## src/rtl/core/sit_pkg.sv

```systemverilog
// Package for the sorted insert table: control types shared by the
// sequencer in the top level and the storage cells. No dependencies.

package sit_pkg;

  // Width of one stored entry and of the position field.
  localparam int unsigned ENTRY_W = 32;
  localparam int unsigned POS_W   = 4;

  // Control handed from the sequencer to every cell of the row.
  typedef struct packed {
    logic insert;   // Take the new value or the left neighbor's entry where needed.
    logic rotate;   // Take the right neighbor's entry (listing rotation).
  } cell_ctrl_t;

  // Sequencer states.
  typedef enum logic {
    ST_IDLE,
    ST_LIST
  } state_t;

endpackage

```

## src/rtl/core/sorted_insert_table_top.sv

```systemverilog
// Top level of the sorted insert table: sequencer, output register and the
// row of sit_cell storage cells. Depends on sit_pkg and sit_cell.
//
//   Channel  Direction  Signals                      Carries
//   s        in         s_tvalid s_tready s_tdata    value to insert
//   m        out        m_tvalid m_tready m_tdata    entry and position of one place
//                       m_tlast m_tuser              last of listing, refused flag
//
// An input is inserted, or refused when the table is full; then the cell row
// rotates through all TABLE_DEPTH places to list the table from cell 0 and
// return to its original order.
// A stalled output holds the rotation while a listed entry waits; the next
// input is taken once the rotation is done, even if the last entry waits.
// Reset empties the table at once; entry storage itself is not cleared.

module sorted_insert_table_top import sit_pkg::*; #(
  parameter int unsigned TABLE_DEPTH = 16
) (
  input  logic                     clk,
  input  logic                     rst,
  // value [31:0]
  input  logic [ENTRY_W-1:0]       s_tdata,
  input  logic                     s_tvalid,
  output logic                     s_tready,
  // entry [31:0], position [35:32], zero fill [39:36]
  output logic [39:0]              m_tdata,
  output logic                     m_tvalid,
  input  logic                     m_tready,
  output logic                     m_tlast,
  // refused [0]
  output logic [0:0]               m_tuser
);

  localparam int unsigned CW = $clog2(TABLE_DEPTH + 1);
  localparam int unsigned XW = (CW > POS_W) ? CW : POS_W;

  state_t             state;
  state_t             state_next;
  logic [CW-1:0]      fill;
  logic [CW-1:0]      cnt;
  logic               refused;
  logic               in_fire;
  logic               full;
  logic               emit;
  logic               step;
  logic               out_free;
  logic [XW-1:0]      cnt_x;
  cell_ctrl_t         ctrl;

  logic [ENTRY_W-1:0] cell_entry [TABLE_DEPTH];
  logic               cell_geq   [TABLE_DEPTH];

  logic [ENTRY_W-1:0] out_entry;
  logic [POS_W-1:0]   out_pos;

  // Handshake and sequencing conditions.
  assign s_tready = (state == ST_IDLE);
  assign in_fire  = s_tvalid && s_tready;
  assign full     = (fill == CW'(TABLE_DEPTH));
  assign out_free = !m_tvalid || m_tready;
  assign emit     = (state == ST_LIST) && (cnt < fill);
  assign step     = (state == ST_LIST) && (!emit || out_free);
  assign cnt_x    = XW'(cnt);

  assign ctrl.insert = in_fire && !full;
  assign ctrl.rotate = step;

  // Row of cells; on insert, cells at or above the insertion point shift up from
  // their left neighbor, and on rotation each takes its right neighbor's entry.
  for (genvar i = 0; i < TABLE_DEPTH; i++) begin : g_cell
    logic [ENTRY_W-1:0] left_entry;
    logic               left_geq;
    if (i == 0) begin : g_first
      assign left_entry = '0;
      assign left_geq   = 1'b0;
    end else begin : g_rest
      assign left_entry = cell_entry[i-1];
      assign left_geq   = cell_geq[i-1];
    end
    sit_cell u_cell (
      .clk         (clk),
      .ctrl        (ctrl),
      .value       (s_tdata),
      .occupied    (CW'(i) < fill),
      .left_entry  (left_entry),
      .left_geq    (left_geq),
      .right_entry (cell_entry[(i + 1) % TABLE_DEPTH]),
      .entry       (cell_entry[i]),
      .geq         (cell_geq[i])
    );
  end

  // State register.
  always_ff @(posedge clk) begin
    if (rst) begin
      state <= ST_IDLE;
    end else begin
      state <= state_next;
    end
  end

  // Next state: list after every input, back to idle after a full rotation.
  always_comb begin
    state_next = state;
    case (state)
      ST_IDLE: begin
        if (in_fire) begin
          state_next = ST_LIST;
        end
      end
      ST_LIST: begin
        if (step && (cnt == CW'(TABLE_DEPTH - 1))) begin
          state_next = ST_IDLE;
        end
      end
      default: begin
        state_next = ST_IDLE;
      end
    endcase
  end

  // Fill count and rotation counter.
  always_ff @(posedge clk) begin
    if (rst) begin
      fill <= '0;
      cnt  <= '0;
    end else begin
      if (ctrl.insert) begin
        fill <= fill + CW'(1);
      end
      if (in_fire) begin
        cnt <= '0;
      end else if (step) begin
        cnt <= cnt + CW'(1);
      end
    end
  end

  // Refused flag for the current listing.
  always_ff @(posedge clk) begin
    if (in_fire) begin
      refused <= full;
    end
  end

  // Output register valid.
  always_ff @(posedge clk) begin
    if (rst) begin
      m_tvalid <= 1'b0;
    end else if (step && emit) begin
      m_tvalid <= 1'b1;
    end else if (m_tready) begin
      m_tvalid <= 1'b0;
    end
  end

  // Output register payload, loaded from cell 0 as the row rotates.
  always_ff @(posedge clk) begin
    if (step && emit) begin
      out_entry  <= cell_entry[0];
      out_pos    <= cnt_x[POS_W-1:0];
      m_tlast    <= ((cnt + CW'(1)) == fill);
      m_tuser[0] <= refused;
    end
  end

  assign m_tdata = {4'b0000, out_pos, out_entry};

endmodule

```

## src/rtl/core/sit_cell.sv

```systemverilog
// One storage cell of the sorted table row. Depends on sit_pkg for the
// control struct and the entry width.

module sit_cell import sit_pkg::*; (
  input  logic               clk,
  input  cell_ctrl_t         ctrl,
  input  logic [ENTRY_W-1:0] value,
  input  logic               occupied,
  input  logic [ENTRY_W-1:0] left_entry,
  input  logic               left_geq,
  input  logic [ENTRY_W-1:0] right_entry,
  output logic [ENTRY_W-1:0] entry,
  output logic               geq
);

  // An empty place counts as larger than any value, so the first empty
  // place receives the value when it belongs at the end.
  assign geq = !occupied || ($signed(entry) >= $signed(value));

  // On insert, places at or above the insertion point shift up by one;
  // the insertion point itself is the first place whose left neighbor is below.
  always_ff @(posedge clk) begin
    if (ctrl.insert) begin
      if (geq) begin
        entry <= left_geq ? left_entry : value;
      end
    end else if (ctrl.rotate) begin
      entry <= right_entry;
    end
  end

endmodule

```

## config.mk

```make
export PLATFORM = sky130hd
export DESIGN_NAME = sorted_insert_table_top
export DESIGN_NICKNAME = d
export VERILOG_FILES = /design/src/rtl/core/sit_pkg.sv /design/src/rtl/core/sorted_insert_table_top.sv /design/src/rtl/core/sit_cell.sv
export SDC_FILE = /design/constraint.sdc
export NUM_CORES = 2
export LEC_CHECK = 0
export ABC_AREA = 1
export ABC_CLOCK_PERIOD_IN_PS = 3600
export BUFFER_PORTS_ARGS = -buffer_cell sky130_fd_sc_hd__buf_4
export CORE_MARGIN = 8
export CORE_UTILIZATION = 60
export DETAILED_ROUTE_END_ITERATION = 6
export HOLD_SLACK_MARGIN = 0.03
export PLACE_DENSITY = 0.82
export SYNTH_ARGS = -nofsm -noshare
export SYNTH_HDL_FRONTEND = slang
export SYNTH_SLANG_ARGS = --single-unit
export TNS_END_PERCENT = 20
```

## constraint.sdc

```tcl
create_clock -name clk -period 3.6 [get_ports clk]
set_input_delay 0.54 -clock clk [delete_from_list [all_inputs] [get_ports clk]]
set_output_delay 0.54 -clock clk [all_outputs]
set_load 0.03 [all_outputs]
```

* After elaboration in Yosys (flattened, before gate mapping)
Index checks and enable logic that the tools add are counted.
** Word-level totals
- Register bits after elaboration :: 563
- Input bits :: 36
** Operators by class
- Muxes and demuxes :: 68
- Reductions and logical operators :: 62
- Magnitude comparators :: 33
- Eq/ne operators :: 19
- $add $sub $neg :: 2
- Bitwise logic cells :: 1
** Operator list (number)
- 32-bit 2-to-1 mux :: 63
- 32-bit greater-or-equal comparator :: 16
- 4-bit by 5-bit less-than comparator with 1-bit output (first input constant) :: 8
- 2-bit by 1-bit inequality test with 1-bit output (second input constant) :: 16
- 2-bit AND reduction :: 16
- 3-bit by 5-bit less-than comparator with 1-bit output (first input constant) :: 4
- 1-bit zero test :: 19
- 1-bit logical OR :: 18
- 5-bit by 1-bit adder with 5-bit output (second input constant) :: 2
- 1-bit by 5-bit less-than comparator with 1-bit output (first input constant) :: 2
- 2-bit by 5-bit less-than comparator with 1-bit output (first input constant) :: 2
- 1-bit logical AND :: 6
- 5-bit by 4-bit equality test with 1-bit output (second input constant) :: 1
- 5-bit equality test :: 1
- 5-bit equality test (second input constant) :: 1
- 5-bit less-than comparator :: 1
- 1-bit 2-to-1 mux :: 4
- 2-bit nonzero test :: 2
- 1-bit one-hot mux with 2 select lines :: 1
- 2-bit OR reduction :: 1
- 1-bit NOT :: 1

* Logic depth before layout (Yosys ltp)
- Word-level depth :: 8
- Mapped depth :: 20

* By module
A second synthesis with hierarchy kept.
** Second synthesis, totals
- Cells, all modules :: 5312
- Area, all modules :: 41598.6 um^2
** Modules (own cells, without submodules)
- sit_cell :: times used 16, cells each 320, area each 2462.4 um^2
- sorted_insert_table_top :: times used 1, cells each 192, area each 2200.9 um^2

* Worst setup path after synthesis
No wires, ideal clock.
- Path type :: register to register
- Start :: reg fill[1]
- End :: reg m_tlast (enable)
- Required time :: 3167 ps
- Slack :: 317 ps
- Data arrival time :: 2849 ps
- Cell stages (with the launch flop) :: 10
- Period minus slack after synthesis :: 3283 ps
- Cells stage by stage :: dfxtp_1 inv_1 ha_1 a21oi_1 nor2_1 o21ai_1 nand2_1 nand2_1 nand2_1 nor2_1
** On the way
- Longest elaborated chain between the ends :: 6
** Ends and longest elaborated chain
- from (decl) :: line sorted_insert_table_top.sv:39 : logic [CW-1:0] fill;
- from (signal assigned) :: line sorted_insert_table_top.sv:129 : fill <= fill + CW'(1);
- 5-bit less-than comparator * :: line sorted_insert_table_top.sv:61 : assign emit = (state == ST_LIST) && (cnt < fill);
- 1-bit logical AND * :: line sorted_insert_table_top.sv:61
- 1-bit zero test :: line sorted_insert_table_top.sv:62 : assign step = (state == ST_LIST) && (!emit || out_free);
- 1-bit logical OR :: line sorted_insert_table_top.sv:62
- 1-bit logical AND :: line sorted_insert_table_top.sv:62
- 1-bit logical AND * :: line sorted_insert_table_top.sv:159 : if (step && emit) begin
- to (signal assigned) :: line sorted_insert_table_top.sv:162 : m_tlast <= ((cnt + CW'(1)) == fill);
- to (decl) :: line sorted_insert_table_top.sv:29 : output logic m_tlast,
Every way passes the cells marked *; elsewhere a longest branch is shown, timed or not.
A chain may end at the register's enable or synchronous reset.

* Worst setup path after layout
- Start :: reg g_cell[4].u_cell.entry[31]
- End :: reg g_cell[4].u_cell.entry[10] (enable)
** On the way
- Longest elaborated chain between the ends :: 4
** Ends and longest elaborated chain
- from (decl) :: line sit_cell.sv:12 : output logic [ENTRY_W-1:0] entry,
- from (signal assigned) :: line sit_cell.sv:25 : entry <= left_geq ? left_entry : value;
- from (signal assigned) :: line sit_cell.sv:28 : entry <= right_entry;
- 32-bit greater-or-equal comparator :: line sit_cell.sv:18 : assign geq = !occupied || ($signed(entry) >= $signed(value));
- 1-bit logical OR :: line sit_cell.sv:18
- 2-bit by 1-bit inequality test with 1-bit output (no line)
- 2-bit AND reduction (no line)
Every way passes these cells.

==> reports/metrics.yaml <==
synthesis:
  yosysSeqAreaShare: 0.401
  synth_compound_area_frac: 0.0505
  synth_cells: 5646
  synthSimpleGateAreaFrac: 0.308
  ys_types: 37
  synth_fa_ha_area_frac: 0.156
  synth_xor_xnor_area_share: 0.00104
  synthMuxAreaShare: 0
  syn_area_um2: 41900
  postSynthAreaPerCell_um2: 7.42
  ys_ff_latch: 563
  yosysWarnings: 0
  synth_top_family_by_area: "simple AND/OR/NAND/NOR gates"
clock_network:
  cts.sinks: 563
  postCtsSetupRepairBufs: 0
  clockBufferDepth: 3
  clock_latency_ns: 0.63
  ctsResizeCount: 0
  holdBufCountCts: 0
  cts_max_level: 3
  clk_pin_slew_ns: 0.07
  tritoncts: "done"
  ctsRootBufferMaster: "clkbuf_16"
  cts_made_buffers: 67
final_layout:
  multi_input_area_um2: 21600
  final_cell_mix: "nand2_1, inv_1, edfxtp_1, ha_1, a21oi_1"
  ff_latch_area_um2: 16800
  layout-drive-gt1-share: 0.0669
  nets: 6304
  final_cell_count_no_fill: 6737
  diodes: 0
  fillCellCount: 5724
  synthToLayoutAreaGrowth_pct: 10.2
  mostFrequentLayoutCell: "nand2_1"
grt:
  grt_util_met3: 0.0518
  grt_start_max_net_pins: 110
  overflow: 0
  grt_pass1_vias: 36000
  top_usage_layer: "met2"
  grt_pass1_wl_mm: 200
  met2_usage: 0.486
  grt_use_total: 0.323
  grtUsageMet1: 0.456
  antenna_found_initial: 0
place:
  hpwl_mm: 94.8
  portBuffers: 75
  place_congestion: 0.961
  dp.cells: 6618
timing:
  fmax_ghz: 0.308
  relSlewSlack: 0.474
  hold_viol_final: 0
  finalClockSkew_ns: 0.0284
  rsz0062_at_grt: "false"
  maxSlewViolCount: 0
  tightest_slew_ns: 0.789
  finalCriticalPeriod_ns: 3.25
  setup_violations: 0
  finalSetupTns_ns: 0
  period_share: 0.902
die:
  dieArea_um2: 78600
  die_h_um: 280
  core_area_um2: 69500
  start_util: 0.603
  rows: 97
  die_w_um: 280
  pin_count: 80
power:
  worst_ir_drop_vdd_v: 0.000280
  leakagePower_nw: 26.3
  p_per_area_nw_per_um2: 496
critical_path:
  critPathLaunchType: "flop"
  required_ns: 3.89
  crit_arrival_ns: 3.54
  path_max_fanout: 20
  critPathKind: "reg2reg"
  r2r_slack_ns: 0.35
  endpoint_kind: "flop"
detailed_routing:
  dr.pass1.iters: 6
  vias: 37800
  ant_nets: 0
  routed_via_density: 5.62
  drt_iter0_markers: 4930
  routedWlPerCell_um: 19.1
  drcViolationCount: 0
  wirelength_mm: 129
worst_hold_path:
  hold_class: "in2reg"
flow_run:
  max_cap_violations: 0
status:
  outcome: "complete, no violations"
[state kept, by name, indices dropped and copies added, names as in the netlist]
register             count
state                    1
g_cell.u_cell.entry    512
refused                  1
cnt                      5
m_tuser                  1
m_tvalid                 1
m_tlast                  1
fill                     5
out_pos                  4
out_entry               32
[logic make-up (layout without fill, tap and decap cells)]
group | Yosys count | after routing
buffers and inverters | 852 | 1000
adders and majority gates | 521 | 521
xor gates and xnor gates | 5 | 5
other | 1 | 4
DFF | 563 | 563
AOI/OAI and AO/OA | 393 | 393
and+or+nand+nor | 3311 | 3311
[per-layer routing]
layer  vias up  share of wire
met5         -              0
met2      2330           0.42
met3       363           0.13
met4         0          0.048
met1     17000           0.41
li1      18100              -
[cell usage after synthesis (all sizes together)]
cell type	number	area [um^2]
buf	165	960
a31oi	4	25.0
nor3	16	95.1
ha	521	6520
a21boi	1	7.51
nand3b	1	7.51
clkbuf	25	93.8
nand2	3035	11500
o21a	33	248
xor2	4	35.0
o21ai	86	430
nor3b	3	32.5
a21oi	245	1230
a211oi	1	7.51
conb	1	3.75
inv	662	2480
o21bai	1	7.51
nor2	149	576
xnor2	1	8.76
dfxtp	12	240
nand4	32	200
a41oi	1	8.76
a21o	19	143
nor4	10	113
a22oi	2	15.0
edfxtp	551	16500
nand3	65	400
[worst max-delay path, stage by stage (launching register included)]
cell,delay [ns]
edfxtp_1,0.42
ha_1,0.51
nand2_1,0.13
nor2_1,0.15
nand2_1,0.14
nor4_2,0.46
nand2_1,0.15
nand2_1,0.09
nand2_1,0.06
nand3_2,0.12
nand2_2,0.23
nand2_1,0.17
buf_4,0.29
[where the power goes]
part	switching, mW	total [mW]	internal (mW)
clock network	2.94	6.88	3.95
registers	1.05	9.70	8.65
logic	4.02	6.31	2.29
total	8.01	22.9	14.9
[metrics by stage]
| step | worst slack [ns] | power [mW] | utilization | cell area (um^2) | hold WS, ns |
|---|---|---|---|---|---|
| finish | 0.354 | 22.9 | 0.664 | 46200 | 0.0896 |
| global route | 0.237 | 24.1 | 0.664 | 46200 | 0.0857 |
| CTS | 0.353 | 22.7 | 0.664 | 46200 | 0.0642 |
| detailed placement | -0.0481 | 15.9 | 0.633 | 44000 | 0.429 |
| global placement | -0.0272 | 15.6 | 0.633 | 44000 | 0.404 |
| floorplan | 0.317 | 13.8 | - | 41900 | 0.400 |
[final timing paths]
check,depth (start not counted),endpoint,startpoint
max reg2reg,12,g_cell[4].u_cell.entry[10]$_DFFE_PP_,g_cell[4].u_cell.entry[31]$_DFFE_PP_
max,12,g_cell[4].u_cell.entry[10]$_DFFE_PP_,g_cell[4].u_cell.entry[31]$_DFFE_PP_
min,2,m_tvalid$_SDFFE_PP0P_,rst
min reg2reg,0,m_tuser$_DFFE_PP_,refused$_DFFE_PP_
[layout make-up]
type | instances | share of cell area
clock buffer | 83 | 0.0401
clock inverter | 36 | 0.00680
inverter | 662 | 0.0540
multi-input combinational | 4234 | 0.468
sequential | 563 | 0.363
tap | 940 | 0.0255
timing repair buffer | 219 | 0.0424
(Power assumes the default switching activity.)
